File: config.mk
export PLATFORM = sky130hd
export DESIGN_NAME = motor_speed_and_fault_monitor_top
export DESIGN_NICKNAME = d
export VERILOG_FILES = /design/src/hdl/msfm_pkg.sv /design/src/hdl/msfm_regs.sv /design/src/hdl/msfm_dp.sv /design/src/hdl/msfm_ctrl.sv /design/src/hdl/motor_speed_and_fault_monitor_top.sv
export SDC_FILE = /design/constraint.sdc
export NUM_CORES = 1
export LEC_CHECK = 0
export ABC_CLOCK_PERIOD_IN_PS = 5400
export BUFFER_PORTS_ARGS = -buffer_cell sky130_fd_sc_hd__buf_2
export CORE_MARGIN = 5
export CORE_UTILIZATION = 40
export CTS_CLUSTER_SIZE = 16
export DETAILED_ROUTE_END_ITERATION = 12
export PLACE_DENSITY = 0.64
export REMOVE_ABC_BUFFERS = 1
export SLEW_MARGIN = 10
export SYNTH_ARGS = -nofsm -noshare
export SYNTH_HDL_FRONTEND = slang
export SYNTH_SLANG_ARGS = --single-unit
File: constraint.sdc
create_clock -name clk -period 5.4 [get_ports clk]
set_input_delay 0.27 -clock clk [delete_from_list [all_inputs] [get_ports clk]]
set_output_delay 0.27 -clock clk [all_outputs]
set_load 0.005 [all_outputs]
File: src/hdl/msfm_pkg.sv
// Shared types, constants and reset values for the motor speed and fault monitor.
`default_nettype none

package msfm_pkg;

  localparam int unsigned DataW = 16;
  localparam int unsigned TickW = 8;
  localparam int unsigned RegIdxW = 3;
  localparam int unsigned DivCntW = $clog2(DataW);

  localparam logic [RegIdxW-1:0] REG_SPEED_SCALE = 3'd0;
  localparam logic [RegIdxW-1:0] REG_LOW_VOLT_SET = 3'd1;
  localparam logic [RegIdxW-1:0] REG_LOW_VOLT_CLEAR = 3'd2;
  localparam logic [RegIdxW-1:0] REG_TEMP_TRIP = 3'd3;
  localparam logic [RegIdxW-1:0] REG_TEMP_RELEASE = 3'd4;
  localparam logic [RegIdxW-1:0] REG_CURRENT_LIMIT = 3'd5;
  localparam logic [RegIdxW-1:0] REG_LOCK_SPEED_LIMIT = 3'd6;

  localparam logic [DataW-1:0] SPEED_SCALE_RST = 16'd61714;
  localparam logic [DataW-1:0] LOW_VOLT_SET_RST = 16'd27000;
  localparam logic [DataW-1:0] LOW_VOLT_CLEAR_RST = 16'd27500;
  localparam logic [DataW-1:0] TEMP_TRIP_RST = 16'd50000;
  localparam logic [DataW-1:0] TEMP_RELEASE_RST = 16'd48000;
  localparam logic [DataW-1:0] CURRENT_LIMIT_RST = 16'd20000;
  localparam logic [DataW-1:0] LOCK_SPEED_LIMIT_RST = 16'd60;

  localparam logic CMD_SPEED = 1'b0;
  localparam logic CMD_PROTECT = 1'b1;

  localparam logic [DataW-1:0] MIN_PERIOD = 16'd2;
  localparam logic [DataW-1:0] MIN_QUOTIENT = 16'd10;
  localparam logic [TickW-1:0] TICKS_MAX = 8'd255;
  localparam logic [TickW-1:0] TICKS_OC = 8'd10;
  localparam logic [TickW-1:0] TICKS_LOCK = 8'd100;
  localparam logic [TickW-1:0] TICKS_PINNED = 8'd200;

  typedef struct packed {
    logic             cmd;
    logic [DataW-1:0] step_period;
    logic [DataW-1:0] bus_voltage;
    logic [DataW-1:0] temperature;
    logic [DataW-1:0] phase_current;
  } in_t;

  typedef struct packed {
    logic [DataW-1:0] speed_rpm;
    logic             under_voltage;
    logic             over_temperature;
    logic             over_current;
    logic             rotor_locked;
  } out_t;

  typedef struct packed {
    logic [DataW-1:0] speed_scale;
    logic [DataW-1:0] low_volt_set;
    logic [DataW-1:0] low_volt_clear;
    logic [DataW-1:0] temp_trip;
    logic [DataW-1:0] temp_release;
    logic [DataW-1:0] current_limit;
    logic [DataW-1:0] lock_speed_limit;
  } cfg_t;

  typedef struct packed {
    logic load_in;
    logic start_div;
    logic div_step;
    logic upd_speed;
    logic upd_prot;
    logic load_out;
  } dp_cmd_t;

  typedef struct packed {
    logic is_prot;
    logic period_long;
    logic div_last;
  } dp_status_t;

  typedef enum logic [2:0] {
    S_IDLE,
    S_EXEC,
    S_DIV,
    S_UPD,
    S_DONE
  } state_t;

endpackage

`default_nettype wire

File: src/hdl/msfm_regs.sv
// Configuration register file for the motor speed and fault monitor.
`default_nettype none

module msfm_regs (
  input  wire logic                          clk,
  input  wire logic                          rst,
  input  wire logic                          cfg_valid,
  output logic                               cfg_ready,
  input  wire logic [msfm_pkg::RegIdxW-1:0]  cfg_index,
  input  wire logic [msfm_pkg::DataW-1:0]    cfg_data,
  output msfm_pkg::cfg_t                     cfg
);

  assign cfg_ready = 1'b1;

  always_ff @(posedge clk) begin
    if (rst) begin
      cfg.speed_scale <= msfm_pkg::SPEED_SCALE_RST;
      cfg.low_volt_set <= msfm_pkg::LOW_VOLT_SET_RST;
      cfg.low_volt_clear <= msfm_pkg::LOW_VOLT_CLEAR_RST;
      cfg.temp_trip <= msfm_pkg::TEMP_TRIP_RST;
      cfg.temp_release <= msfm_pkg::TEMP_RELEASE_RST;
      cfg.current_limit <= msfm_pkg::CURRENT_LIMIT_RST;
      cfg.lock_speed_limit <= msfm_pkg::LOCK_SPEED_LIMIT_RST;
    end else if (cfg_valid && cfg_ready) begin
      case (cfg_index)
        msfm_pkg::REG_SPEED_SCALE: cfg.speed_scale <= cfg_data;
        msfm_pkg::REG_LOW_VOLT_SET: cfg.low_volt_set <= cfg_data;
        msfm_pkg::REG_LOW_VOLT_CLEAR: cfg.low_volt_clear <= cfg_data;
        msfm_pkg::REG_TEMP_TRIP: cfg.temp_trip <= cfg_data;
        msfm_pkg::REG_TEMP_RELEASE: cfg.temp_release <= cfg_data;
        msfm_pkg::REG_CURRENT_LIMIT: cfg.current_limit <= cfg_data;
        msfm_pkg::REG_LOCK_SPEED_LIMIT: cfg.lock_speed_limit <= cfg_data;
        default: begin
        end
      endcase
    end
  end

endmodule

`default_nettype wire

File: src/hdl/msfm_dp.sv
// Datapath: input latch, shift-subtract divider, speed filter, fault flags, result register.
`default_nettype none

module msfm_dp (
  input  wire logic                 clk,
  input  wire logic                 rst,
  input  wire msfm_pkg::cfg_t       cfg,
  input  wire msfm_pkg::in_t        in_data,
  input  wire msfm_pkg::dp_cmd_t    cmd,
  output msfm_pkg::dp_status_t      status,
  output msfm_pkg::out_t            out_data
);

  localparam int unsigned W = msfm_pkg::DataW;

  msfm_pkg::in_t item;

  logic [W-1:0]                   speed;
  logic [W-1:0]                   speed_next;
  logic [msfm_pkg::TickW-1:0]     ticks;
  logic [msfm_pkg::TickW-1:0]     ticks_inc;
  logic                           uv_flag;
  logic                           ot_flag;
  logic                           oc_flag;
  logic                           lock_flag;

  logic [W:0]                     rem;
  logic [W-1:0]                   quo;
  logic [W:0]                     shifted;
  logic [W:0]                     trial;
  logic [msfm_pkg::DivCntW-1:0]   div_cnt;
  logic [W+3:0]                   filt_sum;

  always_ff @(posedge clk) begin
    if (cmd.load_in) begin
      item <= in_data;
    end
  end

  assign status.is_prot = (item.cmd == msfm_pkg::CMD_PROTECT);
  assign status.period_long = (item.step_period > msfm_pkg::MIN_PERIOD);
  assign status.div_last = (div_cnt == msfm_pkg::DivCntW'(W - 1));

  assign shifted = {rem[W-1:0], quo[W-1]};
  assign trial = shifted - {1'b0, item.step_period};

  always_ff @(posedge clk) begin
    if (cmd.start_div) begin
      rem <= '0;
      quo <= cfg.speed_scale;
      div_cnt <= '0;
    end else if (cmd.div_step) begin
      div_cnt <= div_cnt + 1'b1;
      if (!trial[W]) begin
        rem <= trial;
        quo <= {quo[W-2:0], 1'b1};
      end else begin
        rem <= shifted;
        quo <= {quo[W-2:0], 1'b0};
      end
    end
  end

  assign filt_sum = {4'b0000, quo} + {1'b0, speed, 3'b000} - {4'b0000, speed};

  always_comb begin
    if (quo < msfm_pkg::MIN_QUOTIENT) begin
      speed_next = '0;
    end else begin
      speed_next = filt_sum[W+2:3];
    end
  end

  assign ticks_inc = (ticks == msfm_pkg::TICKS_MAX) ? ticks : ticks + 1'b1;

  always_ff @(posedge clk) begin
    if (rst) begin
      speed <= '0;
      ticks <= '0;
      uv_flag <= 1'b0;
      ot_flag <= 1'b0;
      oc_flag <= 1'b0;
      lock_flag <= 1'b0;
    end else begin
      if (cmd.upd_speed) begin
        speed <= speed_next;
      end
      if (cmd.upd_prot) begin
        if (item.bus_voltage < cfg.low_volt_set) begin
          uv_flag <= 1'b1;
        end else if (item.bus_voltage > cfg.low_volt_clear) begin
          uv_flag <= 1'b0;
        end
        if (item.temperature > cfg.temp_trip) begin
          ot_flag <= 1'b1;
        end else if (item.temperature < cfg.temp_release) begin
          ot_flag <= 1'b0;
        end
        if (item.phase_current > cfg.current_limit) begin
          if (ticks_inc > msfm_pkg::TICKS_LOCK && speed < cfg.lock_speed_limit) begin
            ticks <= msfm_pkg::TICKS_PINNED;
            lock_flag <= 1'b1;
          end else begin
            ticks <= ticks_inc;
            if (ticks_inc > msfm_pkg::TICKS_OC) begin
              oc_flag <= 1'b1;
            end
          end
        end else begin
          ticks <= '0;
          oc_flag <= 1'b0;
          lock_flag <= 1'b0;
        end
      end
    end
  end

  always_ff @(posedge clk) begin
    if (cmd.load_out) begin
      out_data.speed_rpm <= speed;
      out_data.under_voltage <= uv_flag;
      out_data.over_temperature <= ot_flag;
      out_data.over_current <= oc_flag;
      out_data.rotor_locked <= lock_flag;
    end
  end

endmodule

`default_nettype wire

File: src/hdl/msfm_ctrl.sv
// Controller state machine sequencing transfers, division and state updates.
`default_nettype none

module msfm_ctrl (
  input  wire logic                    clk,
  input  wire logic                    rst,
  input  wire logic                    in_valid,
  output logic                         in_stall,
  output logic                         out_valid,
  input  wire logic                    out_stall,
  input  wire msfm_pkg::dp_status_t    status,
  output msfm_pkg::dp_cmd_t            cmd
);

  msfm_pkg::state_t state;
  msfm_pkg::state_t state_next;
  logic             out_free;

  assign out_free = !out_valid || !out_stall;

  always_ff @(posedge clk) begin
    if (rst) begin
      state <= msfm_pkg::S_IDLE;
    end else begin
      state <= state_next;
    end
  end

  always_comb begin
    state_next = state;
    case (state)
      msfm_pkg::S_IDLE: begin
        if (in_valid) state_next = msfm_pkg::S_EXEC;
      end
      msfm_pkg::S_EXEC: begin
        if (!status.is_prot && status.period_long) begin
          state_next = msfm_pkg::S_DIV;
        end else begin
          state_next = msfm_pkg::S_DONE;
        end
      end
      msfm_pkg::S_DIV: begin
        if (status.div_last) state_next = msfm_pkg::S_UPD;
      end
      msfm_pkg::S_UPD: state_next = msfm_pkg::S_DONE;
      msfm_pkg::S_DONE: begin
        if (out_free) state_next = msfm_pkg::S_IDLE;
      end
      default: state_next = msfm_pkg::S_IDLE;
    endcase
  end

  always_comb begin
    cmd = '0;
    in_stall = 1'b1;
    case (state)
      msfm_pkg::S_IDLE: begin
        in_stall = 1'b0;
        cmd.load_in = in_valid;
      end
      msfm_pkg::S_EXEC: begin
        cmd.start_div = !status.is_prot && status.period_long;
        cmd.upd_prot = status.is_prot;
      end
      msfm_pkg::S_DIV: cmd.div_step = 1'b1;
      msfm_pkg::S_UPD: cmd.upd_speed = 1'b1;
      msfm_pkg::S_DONE: cmd.load_out = out_free;
      default: begin
      end
    endcase
  end

  always_ff @(posedge clk) begin
    if (rst) begin
      out_valid <= 1'b0;
    end else if (cmd.load_out) begin
      out_valid <= 1'b1;
    end else if (!out_stall) begin
      out_valid <= 1'b0;
    end
  end

`ifndef SYNTHESIS
  a_load_out_free: assert property (@(posedge clk) disable iff (rst)
    cmd.load_out |-> !(out_valid && out_stall))
    else $error("result overwritten while held");

  a_div_follows_start: assert property (@(posedge clk) disable iff (rst)
    cmd.start_div |=> (state == msfm_pkg::S_DIV))
    else $error("division not entered after start");

  a_upd_after_div: assert property (@(posedge clk) disable iff (rst)
    (state == msfm_pkg::S_DIV && status.div_last) |=> cmd.upd_speed)
    else $error("speed update missing after last division step");

  a_result_from_done: assert property (@(posedge clk) disable iff (rst)
    $rose(out_valid) |-> ($past(state) == msfm_pkg::S_DONE))
    else $error("result raised outside completion");
`endif

endmodule

`default_nettype wire

File: src/hdl/motor_speed_and_fault_monitor_top.sv
// Top level of the motor speed and fault monitor.
// Usage:
//   Input channel in_valid/in_stall/in_data carries one tick: cmd selects a
//   speed tick (step_period) or a protection tick (voltage, temperature,
//   current). Every tick transfer yields exactly one result on
//   out_valid/out_stall/out_data with the speed and the four fault flags.
//   Configuration writes use cfg_valid/cfg_ready with cfg_index and cfg_data;
//   cfg_ready is always high, indexes beyond six are dropped. Write only
//   while no tick is in flight.
//   Sequencing: a protection tick or a speed tick with period of two or less
//   goes from the transfer through EXEC to DONE; a speed tick with a longer
//   period also passes the 16 steps of the shift-subtract divider and the
//   speed update. One tick is in flight at a time; the next transfer is
//   taken in the cycle after the result is loaded.
//   A held result stalls only the final load; a new tick may be taken and
//   worked on while the previous result waits.
//   Reset (rst, synchronous) restores register defaults, clears speed,
//   counter and flags, and drops any pending result.
`default_nettype none

module motor_speed_and_fault_monitor_top (
  input  wire logic                          clk,
  input  wire logic                          rst,
  input  wire logic                          in_valid,
  output logic                               in_stall,
  input  wire msfm_pkg::in_t                 in_data,
  output logic                               out_valid,
  input  wire logic                          out_stall,
  output msfm_pkg::out_t                     out_data,
  input  wire logic                          cfg_valid,
  output logic                               cfg_ready,
  input  wire logic [msfm_pkg::RegIdxW-1:0]  cfg_index,
  input  wire logic [msfm_pkg::DataW-1:0]    cfg_data
);

  msfm_pkg::cfg_t       cfg;
  msfm_pkg::dp_cmd_t    cmd;
  msfm_pkg::dp_status_t status;

  msfm_regs u_regs (
    .clk       (clk),
    .rst       (rst),
    .cfg_valid (cfg_valid),
    .cfg_ready (cfg_ready),
    .cfg_index (cfg_index),
    .cfg_data  (cfg_data),
    .cfg       (cfg)
  );

  msfm_ctrl u_ctrl (
    .clk       (clk),
    .rst       (rst),
    .in_valid  (in_valid),
    .in_stall  (in_stall),
    .out_valid (out_valid),
    .out_stall (out_stall),
    .status    (status),
    .cmd       (cmd)
  );

  msfm_dp u_dp (
    .clk      (clk),
    .rst      (rst),
    .cfg      (cfg),
    .in_data  (in_data),
    .cmd      (cmd),
    .status   (status),
    .out_data (out_data)
  );

endmodule

`default_nettype wire

# ---- After elaboration in Yosys (flattened, before gate mapping)
# Cells that the tools add are included.
# Widths: inputs -> output; s select.
dict set report totals {
  reg_bits 265
  latch_bits 0
  ramBits 0
  rom_bits 0
  inputBits 89
  output_inout_bits 23
  elab_cells 116
  n_memories 0
}
dict set report classes {
  n_addsub 5
  n_mul 0
  n_div 0
  n_lt_le_gt_ge 10
  n_eq_ne 19
  shift 0
  muxes 31
  bitwise_logic 0
  reduce_logical 23
}
# cell n
set op_table {}
lappend op_table {{$mux 16} 4}
lappend op_table {{$gt 16x16->1} 3}
lappend op_table {{$lt 16x16->1} 3}
lappend op_table {{$mux 8} 3}
lappend op_table {{$reduce_and 2->1} 10}
lappend op_table {{$add 16x19->19} 1}
lappend op_table {{$mux 1} 19}
lappend op_table {{$sub 19x16->19} 1}
lappend op_table {{$sub 17x16->17} 1}
lappend op_table {{$gt 16x2->1 const B} 1}
lappend op_table {{$lt 16x4->1 const B} 1}
lappend op_table {{$pmux 3 s5} 1}
lappend op_table {{$eq 3x2->1 const B} 4}
lappend op_table {{$eq 3x3->1 const B} 4}
lappend op_table {{$mux 3} 4}
lappend op_table {{$ne 2x2->1 const B} 5}
lappend op_table {{$add 8x1->8 const B} 1}
lappend op_table {{$eq 8x8->1 const B} 1}
lappend op_table {{$gt 8x4->1 const B} 1}
lappend op_table {{$gt 8x7->1 const B} 1}
lappend op_table {{$eq 3x1->1 const B} 2}
lappend op_table {{$logic_not 3->1} 2}
lappend op_table {{$reduce_and 3->1} 2}
lappend op_table {{$reduce_bool 2->1} 3}
lappend op_table {{6 further kinds} 10}

# ---- Depth between registers and ports, before layout
dict set report logic_depth {
  word_depth 6
  ltp_mapped 13
  mapped_depth_nobuf 13
}

# ---- By module
# A second synthesis with hierarchy kept.
dict set report hier_totals {
  cells_unflattened 1444
  hier_area_um2 14496.4
}
# module n_inst cells_per_inst area_each_um2 seq_area_each_um2
set by_module_without_submodules {}
lappend by_module_without_submodules {msfm_dp 1 1005 9839.4 3993.8}
lappend by_module_without_submodules {msfm_regs 1 414 4414.2 2242.2}
lappend by_module_without_submodules {msfm_ctrl 1 25 242.7 80.1}

# ---- Least setup slack after synthesis
# Ideal clock, no wire load.
dict set report synth_timing {
  path_type {register to register}
  from {register u_ctrl.state[1]}
  to {register u_dp.item[0] (netlist bit), enable pin}
  setup_time_ps 488
  t_arrival_ps 3550
  t_required_ps 4912
  path_slack_ps 1362
  stages_incl_launch_ff 4
  n_path_buf 1
  synth_period_minus_slack_ps 4038
  path_cell_list {dfxtp_1 > clkbuf_1 > or3_1 > nor2_1}
}
# item line_no
set synth_rtl {}
lappend synth_rtl {{from (decl)} msfm_ctrl.sv:15} ;# msfm_pkg::state_t state;
lappend synth_rtl {{from (signal assigned)} msfm_ctrl.sv:23} ;# state <= msfm_pkg::S_IDLE;
lappend synth_rtl {{from (signal assigned)} msfm_ctrl.sv:25} ;# state <= state_next;
lappend synth_rtl {{to (signal assigned)} msfm_dp.sv:36} ;# item <= in_data;
lappend synth_rtl {{to (decl)} msfm_dp.sv:16} ;# msfm_pkg::in_t item;

# ---- Worst setup path in the final report
dict set report layout_timing {
  from {register u_dp.speed[6]}
  to {register u_dp.speed[15]}
}
dict set report layout_between {
  elab_chain_len 3
}
# item line_no
set layout_rtl {}
lappend layout_rtl {{from (decl)} msfm_dp.sv:18} ;# logic [W-1:0] speed;
lappend layout_rtl {{from (signal assigned)} msfm_dp.sv:86} ;# speed <= speed_next;
lappend layout_rtl {{$add 16x19->19} msfm_dp.sv:64} ;# assign filt_sum = {4'b0000, quo} + {1'b0, speed, 3'b000} - {4'b0000, speed};
lappend layout_rtl {{$sub 19x16->19 *} msfm_dp.sv:64}
lappend layout_rtl {{$mux 16 *} msfm_dp.sv:67} ;# if (quo < msfm_pkg::MIN_QUOTIENT) begin
# Every way passes the cells marked *; elsewhere a longest branch is shown, timed or not.
# A chain may end at the register's enable or synchronous reset.

==> run metrics <==
gr usage total 0.172; clock slew at reported path FFs 0.06 ns; main combinational cell family by area after synthesis simple AND/OR/NAND/NOR gates; Max Slew Vio Count 0; Core ar. 34400 µm²; EDFF count, synth 101; crit path launch u_dp.speed[6]; Setup violations, final 0; CP peak stage delay 0.51 ns; crit start category flop; first-pass GRT wire length 54400 µm; reg2reg start u_dp.speed[6]; initial drt markers 760; Max Cap Viol 0; hold-fix buffers at CTS 65; min Tclk post-route 3.25 ns; PortBufs 110; Critical Path AT 3.75 ns; Sw Pwr 1280 µW; setup TNS 0 ns; hold path cells 3; Post-synth top flop dfxtp_1; synthesized flop and latch total 265; Lkg Pwr 0.00693 µW; unrepaired setup endpoints after global routing false; Area contributors post-synth dfxtp_1, edfxtp_1, ha_1; Peak VDD IR 0.228 mV; Clock Tree Buf Depth 3; register area share after synthesis 0.456; Die W 196 µm; outcome complete, no violations; mux cell area share after synthesis 0.0185; Crit-path slowest cell fa_1; hold_sp cfg_data[4]; # IOs 112; fmax 0.307 GHz; worst setup path class flop to flop; GRT overflow 0; Power, Total 4930 µW; XOR/XNOR share of the synthesized area 0.0177; CP max FO 5; routed vias 10800; Logic pwr share 0.141; cells after synthesis 1474; ys async rst share 0; power share of the sequential group 0.458; Num CTS Buffers 29; crit-path cells inv_1 -> fa_1 -> inv_1 -> ha_1 -> a21oi_1 -> nand2_1 -> a211o_1 -> o21ai_4 -> o21ai_2 -> a211oi_2 -> xnor2_1 -> mux2_4 -> a21oi_2; Syn. warnings 0; vias in the first global route 10400; Layout area overhead 18.7%; ANT nets after route 0; cell area after layout 16400 µm²; DP Area 14800 µm²; Detailed Route WL 33900 µm; FP Rows 68; internal power 3650 µW; hold crit path type primary input to flop; Starting Density 0.403; critical path's most frequent cell inv_1; nature of the critical path endpoint flop; fraction of layout cells with a size suffix above 1 0.117; routed vias/inst 5.10; Post-Synth Adder-Cell Area 0.137; Simple-Gate Fraction of Synth Area 0.158; largest net degree at the start of global routing 66; Die H 196 µm; Remaining DRCs 0; clock share of power 0.401; initial antenna violation count 0; worst slew pin tran 1.14 ns; power density over cell area 300 nW/µm²; final-report hold violation count 0; die area 38400 µm²; wire length per cell 16.0 µm; setup repair bufs after CTS 0; Initial DRT Pass Iterations 4; clock latency on the worst-skew pair 0.58 ns; Routability Congestion 0.886; number of H-tree levels 1; Cell Area, Synth 13800 µm²; hpwl dp 23600 µm; worst path required time 5.89 ns; Netlist cell types 81; hold_ws 0.0543 ns; final worst path period share 0.602; Synth top area share 0.237; worst-case reg-to-reg path depth 13; Root Buffer clkbuf_16; clk sinks 265; Sw Ratio 0.260; final clock skew 0.0240 ns; cell taking the most area after synthesis dfxtp_1; Mean Syn Cell Area 9.39 µm²; CTS tree done; antenna diode count 0; compound-gate portion of the synthesized area 0.148; Layout Nets 1867; Resize count post-CTS 0; max-slew headroom at the worst pin 0.237
==> cell usage in the layout, fill, tap and decap left out, drive strengths merged, types with 10 or more instances in the layout <==
cell,n
clkbuf,41
xor2,11
nand2b,15
fa,14
dlygate4sd3,65
dfxtp,164
nor2,81
nor3,10
nor2b,15
nand3b,24
xnor2,17
inv,175
and3,12
edfxtp,101
a22oi,12
a211oi,12
ha,129
buf,119
mux2i,17
a21oi,124
nand2,242
o21ai,49
nand3,15
o21a,10
a21o,32
nand4,23
a211o,27
==> cells by family after synthesis <==
logic type / count (synthesis)
compound gates: 315
other cells: 1
mux: 24
xor+xnor: 28
flops: 265
buf+inv: 228
simple gates: 470
fa+ha+maj: 143
==> sequential cells by signal, indices dropped and copies added, names as in the netlist <==
signal and cells:
u_dp.status 1, u_dp.item 64, u_dp.lock_flag 1, u_dp.speed 16, u_dp.oc_flag 1, u_dp.uv_flag 1, u_ctrl.out_valid 1, u_regs.cfg 112
u_dp.ot_flag 1, u_ctrl.state 3, u_dp.div_cnt 4, u_dp.quo 16, u_dp.ticks 8, u_dp.rem 16, u_dp.out_data 20
==> through the flow <==
stage,util,setup slack [ns],cells
3_3_place_gp,0.431,2.26,1994
5_1_grt,0.478,1.96,2113
3_5_place_dp,0.431,2.19,1994
4_1_cts,0.478,2.15,2113
2_1_floorplan,-,1.45,1420
6_report,0.478,2.15,2113
==> synthesized netlist by cell type (all sizes together) (11+ instances only) <==
library cell    n
nand4          23
fa             14
inv           174
dfxtp         164
a21oi         124
nor2           81
mux2i          17
o21ai          49
nand2b         15
nand3b         24
a211o          27
ha            129
nor2b          15
clkbuf         47
xnor2          17
edfxtp        101
and3           12
a22oi          12
nand2         242
a21o           32
a211oi         12
nand3          15
xor2           11
==> worst paths after layout <==
check / endpoint / slack (ns)
worst max register to register: u_dp.speed[15] / 2.15
worst max-delay path: u_dp.speed[15] / 2.15
worst min register to register: u_dp.out_data[1] / 0.43
worst min-delay path: u_regs.cfg[36] / 0.05
==> area by class of cell <==
type	instances	area [µm²]
well taps	455	569
clock inverters	13	133
flip-flops and latches	265	6320
multi-input cells	981	6660
fillers	3248	17900
repair buffers	184	1270
clock buffers	41	822
inverters	174	653
==> per-layer routing <==
metal,up-vias,GRT usage,part of all wire
met5,-,0,0
met4,0,0.0538,0.028
met3,60,0.0280,0.053
met2,239,0.284,0.46
met1,5057,0.233,0.46
li1,5418,-,-
==> power groups by stage <==
| stage | sequential, µW | clock, µW | combinational, µW |
|---|---|---|---|
| after floorplan | 2280 | 0 | 452 |
| after global placement | 2300 | 0 | 640 |
| after detailed placement | 2300 | 0 | 654 |
| after CTS | 2260 | 2030 | 696 |
| after global routing | 2270 | 2110 | 785 |
| final | 2260 | 1980 | 695 |
==> worst max-delay path: cells and delay by family (launching register included) <==
| kind | cells | cell delay (ns) |
|---|---|---|
| buf+inv | 2 | 0.13 |
| xor+xnor | 1 | 0.17 |
| flops | 1 | 0.44 |
| fa+ha+maj | 2 | 0.87 |
| mux | 1 | 0.32 |
| simple gates | 1 | 0.08 |
| compound gates | 6 | 1.16 |
Power figures use the tool's default switching activity.
